$ cat src/hw/rtl/dsr_pkg.sv
// shared types and constants for the datagram sequence reassembly receive core
// no dependencies
package dsr_pkg;

   localparam int FRAG_BYTES_DEF = 1024;
   localparam int QUEUE_DEPTH = 2;

   localparam logic [15:0] LEN_MAX = 16'hFFFF;

   localparam logic [1:0] VERDICT_STALE    = 2'd0;
   localparam logic [1:0] VERDICT_MISMATCH = 2'd1;
   localparam logic [1:0] VERDICT_STORED   = 2'd2;
   localparam logic [1:0] VERDICT_DELIVER  = 2'd3;

   typedef struct packed {
      logic [31:0] seq_word;
      logic [15:0] frag_offset;
      logic [15:0] frag_len;
      logic [15:0] payload_len;
   } req_type;

   typedef struct packed {
      logic [1:0]  verdict;
      logic        gap_seen;
      logic        restarted;
      logic [15:0] write_offset;
      logic [15:0] deliver_len;
      logic [30:0] deliver_seq;
   } rsp_type;

   // decoded header as it waits between the front and the back
   typedef struct packed {
      logic        frag;
      logic [30:0] seq;
      logic        last_frag;
      logic [15:0] frag_offset;
      logic [15:0] payload_len;
   } cmd_type;

endpackage

$ cat src/hw/rtl/datagram_sequence_reassembly_rx_core.sv
// Datagram sequence reassembly, receive side: one result item per header item.
// req channel carries a received header (sequence word, fragment offset and
// length, payload byte count); rsp channel returns the verdict, gap and restart
// flags, the write offset into the external reassembly store, the delivered
// length and the sequence number.
// An item accepted by the front is decoded and written into a two-entry
// queue; the back takes it from the queue when the result register is free
// or not stalled, updates the sequence and gathering state and loads the
// result register, which drives rsp_valid. Throughput is one item per cycle
// while rsp_stall is low, set by the compare and saturating add in the back.
// A stalled result holds in the output register while the queue keeps taking
// items; req_stall rises only when the queue is full.
// Synchronous reset clears the last sequence, the gathering state, the queue
// pointers and count, and the result valid flag; no clearing pass is needed.
// Depends on dsr_pkg, dsr_front, dsr_queue, dsr_back.
module datagram_sequence_reassembly_rx_core #(
   parameter int FRAG_BYTES = dsr_pkg::FRAG_BYTES_DEF
) (
   input  logic             clock,
   input  logic             reset,
   input  logic             req_valid,
   output logic             req_stall,
   input  dsr_pkg::req_type req_data,
   output logic             rsp_valid,
   input  logic             rsp_stall,
   output dsr_pkg::rsp_type rsp_data
);
   import dsr_pkg::*;

   logic    queue_full;
   logic    push_valid;
   cmd_type push_data;
   logic    pop_valid;
   cmd_type pop_data;
   logic    pop;

   dsr_front #(
      .FRAG_BYTES (FRAG_BYTES)
   ) u_front (
      .req_valid  (req_valid),
      .req_stall  (req_stall),
      .req_data   (req_data),
      .queue_full (queue_full),
      .push_valid (push_valid),
      .push_data  (push_data)
   );

   dsr_queue u_queue (
      .clock      (clock),
      .reset      (reset),
      .push_valid (push_valid),
      .push_data  (push_data),
      .full       (queue_full),
      .pop_valid  (pop_valid),
      .pop_data   (pop_data),
      .pop        (pop)
   );

   dsr_back u_back (
      .clock     (clock),
      .reset     (reset),
      .cmd_valid (pop_valid),
      .cmd_data  (pop_data),
      .cmd_pop   (pop),
      .rsp_valid (rsp_valid),
      .rsp_stall (rsp_stall),
      .rsp_data  (rsp_data)
   );

   // the result register comes out of reset empty
   a_reset_empty: assert property (@(posedge clock)
      reset |=> !rsp_valid)
      else $error("result valid right after reset");

   // a stale item changes nothing and reports no gap, restart or store
   a_stale_clean: assert property (@(posedge clock) disable iff (reset)
      rsp_valid && rsp_data.verdict == VERDICT_STALE |->
         !rsp_data.gap_seen && !rsp_data.restarted &&
         rsp_data.write_offset == '0 && rsp_data.deliver_len == '0)
      else $error("stale item carries side effects");

   // only a delivery reports a length
   a_len_only_on_deliver: assert property (@(posedge clock) disable iff (reset)
      rsp_valid && rsp_data.verdict != VERDICT_DELIVER |-> rsp_data.deliver_len == '0)
      else $error("length reported without delivery");

   // dropped items never get a store offset
   a_no_offset_on_drop: assert property (@(posedge clock) disable iff (reset)
      rsp_valid && rsp_data.verdict == VERDICT_MISMATCH |-> rsp_data.write_offset == '0)
      else $error("store offset on a dropped fragment");

endmodule

$ cat src/hw/rtl/dsr_front.sv
// front end: accepts header items and decodes them into queue commands
// depends on dsr_pkg
module dsr_front #(
   parameter int FRAG_BYTES = dsr_pkg::FRAG_BYTES_DEF
) (
   input  logic             req_valid,
   output logic             req_stall,
   input  dsr_pkg::req_type req_data,
   input  logic             queue_full,
   output logic             push_valid,
   output dsr_pkg::cmd_type push_data
);
   import dsr_pkg::*;

   assign req_stall  = queue_full;
   assign push_valid = req_valid && !queue_full;

   always_comb begin
      push_data.frag        = req_data.seq_word[31];
      push_data.seq         = req_data.seq_word[30:0];
      // a length at or above the fragment size marks a fragment that is not the last
      push_data.last_frag   = {1'b0, req_data.frag_len} < 17'(FRAG_BYTES);
      push_data.frag_offset = req_data.frag_offset;
      push_data.payload_len = req_data.payload_len;
   end

endmodule

$ cat src/hw/rtl/dsr_queue.sv
// short command queue between the front and the back
// depends on dsr_pkg
module dsr_queue (
   input  logic             clock,
   input  logic             reset,
   input  logic             push_valid,
   input  dsr_pkg::cmd_type push_data,
   output logic             full,
   output logic             pop_valid,
   output dsr_pkg::cmd_type pop_data,
   input  logic             pop
);
   import dsr_pkg::*;

   localparam int PTR_W = (QUEUE_DEPTH > 1) ? $clog2(QUEUE_DEPTH) : 1;
   localparam int CNT_W = $clog2(QUEUE_DEPTH + 1);

   cmd_type             entries_ff [QUEUE_DEPTH];
   logic [PTR_W-1:0]    wr_ptr_ff, wr_ptr_in;
   logic [PTR_W-1:0]    rd_ptr_ff, rd_ptr_in;
   logic [CNT_W-1:0]    count_ff, count_in;
   logic                do_push, do_pop;

   assign full      = count_ff == CNT_W'(QUEUE_DEPTH);
   assign pop_valid = count_ff != '0;
   assign pop_data  = entries_ff[rd_ptr_ff];
   assign do_push   = push_valid && !full;
   assign do_pop    = pop && pop_valid;

   always_comb begin
      wr_ptr_in = wr_ptr_ff;
      rd_ptr_in = rd_ptr_ff;
      count_in  = count_ff;
      if (do_push) begin
         wr_ptr_in = (wr_ptr_ff == PTR_W'(QUEUE_DEPTH - 1)) ? '0 : wr_ptr_ff + 1'b1;
      end
      if (do_pop) begin
         rd_ptr_in = (rd_ptr_ff == PTR_W'(QUEUE_DEPTH - 1)) ? '0 : rd_ptr_ff + 1'b1;
      end
      if (do_push && !do_pop) begin
         count_in = count_ff + 1'b1;
      end else if (do_pop && !do_push) begin
         count_in = count_ff - 1'b1;
      end
   end

   always_ff @(posedge clock) begin
      if (reset) begin
         wr_ptr_ff <= '0;
         rd_ptr_ff <= '0;
         count_ff  <= '0;
      end else begin
         wr_ptr_ff <= wr_ptr_in;
         rd_ptr_ff <= rd_ptr_in;
         count_ff  <= count_in;
      end
   end

   always_ff @(posedge clock) begin
      if (do_push) begin
         entries_ff[wr_ptr_ff] <= push_data;
      end
   end

endmodule

$ cat src/hw/rtl/dsr_back.sv
// back end: sequence and gathering state, verdicts and the result register
// depends on dsr_pkg
module dsr_back (
   input  logic             clock,
   input  logic             reset,
   input  logic             cmd_valid,
   input  dsr_pkg::cmd_type cmd_data,
   output logic             cmd_pop,
   output logic             rsp_valid,
   input  logic             rsp_stall,
   output dsr_pkg::rsp_type rsp_data
);
   import dsr_pkg::*;

   logic [30:0] last_in_seq_ff, last_in_seq_in;
   logic [30:0] gather_seq_ff, gather_seq_in;
   logic        gather_valid_ff, gather_valid_in;
   logic [15:0] gathered_len_ff, gathered_len_in;
   logic        out_valid_ff, out_valid_in;
   rsp_type     out_ff, out_in;

   logic        issue;
   logic        stale;
   logic        restart;
   logic [15:0] base_len;
   logic [16:0] sum;
   logic [15:0] sat_len;

   assign issue   = cmd_valid && (!out_valid_ff || !rsp_stall);
   assign cmd_pop = issue;

   always_comb begin
      stale    = (cmd_data.seq <= last_in_seq_ff) && (last_in_seq_ff != '0);
      restart  = cmd_data.frag && !stale &&
                 (!gather_valid_ff || (cmd_data.seq != gather_seq_ff));
      base_len = restart ? '0 : gathered_len_ff;
      sum      = {1'b0, base_len} + {1'b0, cmd_data.payload_len};
      sat_len  = sum[16] ? LEN_MAX : sum[15:0];

      last_in_seq_in  = last_in_seq_ff;
      gather_seq_in   = gather_seq_ff;
      gather_valid_in = gather_valid_ff;
      gathered_len_in = gathered_len_ff;

      out_in.verdict      = VERDICT_STALE;
      out_in.gap_seen     = 1'b0;
      out_in.restarted    = restart;
      out_in.write_offset = '0;
      out_in.deliver_len  = '0;
      out_in.deliver_seq  = cmd_data.seq;

      if (!stale) begin
         out_in.gap_seen = {1'b0, cmd_data.seq} > ({1'b0, last_in_seq_ff} + 32'd1);
         if (!cmd_data.frag) begin
            out_in.verdict     = VERDICT_DELIVER;
            out_in.deliver_len = cmd_data.payload_len;
            last_in_seq_in     = cmd_data.seq;
         end else begin
            // a restart holds even if the fragment is then dropped
            if (restart) begin
               gather_seq_in   = cmd_data.seq;
               gather_valid_in = 1'b1;
               gathered_len_in = '0;
            end
            if (cmd_data.frag_offset != base_len) begin
               out_in.verdict = VERDICT_MISMATCH;
            end else begin
               out_in.write_offset = base_len;
               if (cmd_data.last_frag) begin
                  out_in.verdict     = VERDICT_DELIVER;
                  out_in.deliver_len = sat_len;
                  last_in_seq_in     = cmd_data.seq;
                  gathered_len_in    = '0;
               end else begin
                  out_in.verdict  = VERDICT_STORED;
                  gathered_len_in = sat_len;
               end
            end
         end
      end

      if (issue) begin
         out_valid_in = 1'b1;
      end else if (!rsp_stall) begin
         out_valid_in = 1'b0;
      end else begin
         out_valid_in = out_valid_ff;
      end
   end

   always_ff @(posedge clock) begin
      if (reset) begin
         last_in_seq_ff  <= '0;
         gather_seq_ff   <= '0;
         gather_valid_ff <= 1'b0;
         gathered_len_ff <= '0;
         out_valid_ff    <= 1'b0;
      end else begin
         out_valid_ff <= out_valid_in;
         if (issue) begin
            last_in_seq_ff  <= last_in_seq_in;
            gather_seq_ff   <= gather_seq_in;
            gather_valid_ff <= gather_valid_in;
            gathered_len_ff <= gathered_len_in;
         end
      end
   end

   always_ff @(posedge clock) begin
      if (issue) begin
         out_ff <= out_in;
      end
   end

   assign rsp_valid = out_valid_ff;
   assign rsp_data  = out_ff;

endmodule
$ cat config.mk
export PLATFORM = sky130hd
export DESIGN_NAME = datagram_sequence_reassembly_rx_core
export DESIGN_NICKNAME = d
export VERILOG_FILES = /design/src/hw/rtl/dsr_pkg.sv /design/src/hw/rtl/datagram_sequence_reassembly_rx_core.sv /design/src/hw/rtl/dsr_front.sv /design/src/hw/rtl/dsr_queue.sv /design/src/hw/rtl/dsr_back.sv
export SDC_FILE = /design/constraint.sdc
export NUM_CORES = 1
export LEC_CHECK = 0
export BUFFER_PORTS_ARGS = -buffer_cell sky130_fd_sc_hd__buf_2
export CORE_UTILIZATION = 47
export DETAILED_ROUTE_END_ITERATION = 6
export GPL_TIMING_DRIVEN = 0
export PLACE_DENSITY = 0.73
export RECOVER_POWER = 25
export SLEW_MARGIN = 20
export SYNTH_ARGS = -nofsm -noshare
export SYNTH_HDL_FRONTEND = slang
export SYNTH_SLANG_ARGS = --single-unit
export TNS_END_PERCENT = 30
$ cat constraint.sdc
create_clock -name clock -period 9.1 [get_ports clock]
set_input_delay 0.91 -clock clock [delete_from_list [all_inputs] [get_ports clock]]
set_output_delay 0.91 -clock clock [all_outputs]
set_load 0.02 [all_outputs]
==> flow_summary.ini <==
[outcome]
status = complete, but fails checks
violations = max-capacitance violations, max-slew violations

[clock_tree]
cts_buffers = 30
clkSlewWorstSetupHoldPaths_ps = 60
postCtsHoldBufs = 0
postCtsResizedCells = 0
cts_max_level = 1
post_cts_buffers = 0
cts-root-buf = clkbuf_16
clk_latency_ps = 580
clockBufferDepth = 3
clock_sinks = 282
cts_tree = done

[drt]
drtIter0Drc = 648
drc_errors = 0
detailedRoute.firstPassIterationCount = 5
vias_per_cell = 5.53
wl_per_cell_um = 19.2
via_count = 9962
routed_wl_um = 34700
ant_nets = 0

[global_routing]
grt_pass1_vias = 9868
grt_max_degree = 52
gr-total-overflow = 0
grt_util_all_layers_pct = 22.5
antenna_found_initial = 1
grt_pass1_wl_um = 53300

[cells_and_area]
area_delta_synth_final_pct = 15.4
final_cell_mix = edfxtp_1 (197), nor2_1 (145), buf_2 (116)
drive_above_1_share_pct = 17.5
antenna_cells = 0
fin_nets = 1555
fin_util_pct = 55.1
final_common_cell = edfxtp_1

[logic_synthesis]
synth_seq_cells = 282
synth-edff-count = 197
yosys_most_used_dff = edfxtp_1
postSynthCellCount = 1212
synth_area_per_cell_um2 = 11.7
syn_nets = 1378
ys_seq_area_share_pct = 53.9
async_flop_share_pct = 0
yosys_warnings = 0
yosysUniqueCellTypes = 57
syn_area_um2 = 14100

[critical_path]
critPathSlowestCell = nor3_2
r2r_cells = 27
slowest_delay_ps = 730
startpoint_type = flip-flop
endpoint_kind = flip-flop
critPathTopFamily = compound AO/OA/AOI/OAI gates
r2r-end = u_back.rsp_data[39]
setup.worst_path.class = reg2reg
path_buf_inv = 6
worst_ep_arrival_time_ps = 8690
cp-endpoint = u_back.rsp_data[39]
reg2reg_slack_ps = 700
cp.depth = 27
cp.required_ps = 9390
worst-path-max-fanout = 10

[timing]
tightest_slew_ps = 1990
skew_ps = 19.3
slew_headroom_pct = -32.6
slew_viol_final = 40
period_minus_slack_ps = 8400
holdWs_ps = 474
hold_viol = 0
setup_violations = 0
tns_ps = 0
min_period_over_period_pct = 92.3
fmax_mhz = 119
rsz0062_at_grt = false

[pwr]
peakVddDrop_mv = 0.186
p_per_area_nw_per_um2 = 334
power_leakage_nw = 6.12

[floorplan]
core_area_um2 = 29600
dieArea_um2 = 30800
start_util_pct = 47.7
die_h_um = 175
row_count = 63
boundaryPins = 153
die_w_um = 175

[hold_path]
hold_class = reg2reg

[place]
post-dp-hpwl_um = 26100
port_buffers = 141
finalWeightedCongestion = 0.899

[job]
cap_viol_max_count = 1
[Yosys cell counts, types with 4 or more instances]
cell        n  area [um2]
mux2_4     30         450
o31ai_1     6        45.0
nand2_1    37         139
o21a_1      8        60.1
nor4_1     20         125
o32ai_1    19         166
and2_1     19         119
nor3_1     20         100
a211oi_1   37         278
nand3b_1   18         135
edfxtp_1  197        5920
o21ai_0    18        90.1
a21oi_1    53         265
nand3_1    16        80.1
a21o_1     13        97.6
xnor2_1    45         394
or3_1       4        25.0
nand4b_1    4        35.0
nand4_1    33         206
buf_6       6        67.6
nor4_2      4        50.1
mux2i_1    34         340
ha_1       81        1010
mux2i_2     6        82.6
clkbuf_1   33         124
nand2b_1    7        43.8
and3_1      5        31.3
xor2_1     38         333
a31oi_1    13        81.3
dfxtp_1    85        1700
nor2b_1     6        37.5
nor2_1    146         548
mux2_2     27         304
inv_1      86         323
[layer usage]
| layer | GRT usage, % | wire length (um) | up-vias | share of wire [%] |
|---|---|---|---|---|
| li1 | - | - | 4800 | - |
| met1 | 27.2 | 14100 | 4763 | 41 |
| met2 | 40.0 | 17300 | 305 | 50 |
| met3 | 2.88 | 1680 | 92 | 4.8 |
| met4 | 9.89 | 1570 | 2 | 4.5 |
| met5 | 0 | 11 | - | 0.032 |
[flip-flops by register name, indices dropped and copies added (netlist names), named ones only]
name                    count
u_back.rsp_data            67
u_back.gathered_len_ff     16
u_queue.entries_ff        130
u_back.gather_seq_ff       31
u_back.last_in_seq_ff      31
u_queue.wr_ptr_ff           1
u_queue.rd_ptr_ff           1
u_back.gather_valid_ff      1
u_queue.count_ff            2
u_back.rsp_valid            1
[how the worst min path moves through the flow]
stage                      startpoint  cells past startpoint                         to  slack (ps)
6_report             u_back.rsp_valid                      2           u_back.rsp_valid         470
5_1_grt                  req_data[37]                      1  u_queue.entries_ff[1][21]         500
4_1_cts        u_back.gather_valid_ff                      2     u_back.gather_valid_ff         480
3_5_place_dp   u_back.gather_valid_ff                      2     u_back.gather_valid_ff         460
3_3_place_gp   u_back.gather_valid_ff                      2     u_back.gather_valid_ff         460
2_1_floorplan  u_back.gather_valid_ff                      2     u_back.gather_valid_ff         440
[per-stage QoR]
step | worst slack [ps] | cells | cell area (um2) | power [mW]
2_1_floorplan | 2630 | 1212 | 14100 | 3.59
3_3_place_gp | 628 | 1743 | 15300 | 4.25
3_5_place_dp | 464 | 1747 | 15400 | 4.32
4_1_cts | 393 | 1803 | 16400 | 5.48
5_1_grt | 190 | 1803 | 16300 | 5.78
6_report | 703 | 1803 | 16300 | 5.45
[cells by family (layout without fill, tap and decap cells)]
kind of cell    after synthesis  count (layout)  synth area share [%]
compound gates              184             184                  8.81
xor+xnor                     83              83                  5.14
mux                          98              98                  8.48
flops                       282             282                  53.9
simple gates                351             351                  12.5
buf+inv                     132             333                  3.87
fa+ha+maj                    82              82                  7.31
[tightest hold or removal path, cell delays in order, from the launching register on]
cell and delay [ps]:
dfxtp_1 300, nand2_1 60, a21oi_1 60
[power breakdown]
group	internal (mW)	total (mW)	switching, mW
sequential	1.80	1.94	0.139
clock	0.661	1.16	0.497
combinational	0.855	2.35	1.50
total	3.31	5.45	2.14
[cell type report]
cell class,instances,area [um2]
clock inverter,14,114
multi-input combinational,798,5970
fill,2571,13300
inverter,86,325
buffer,46,225
sequential,282,7620
clock buffer,42,826
tap,390,488
timing repair buffer,145,758
Note: power is estimated with default switching activity, not from simulation.
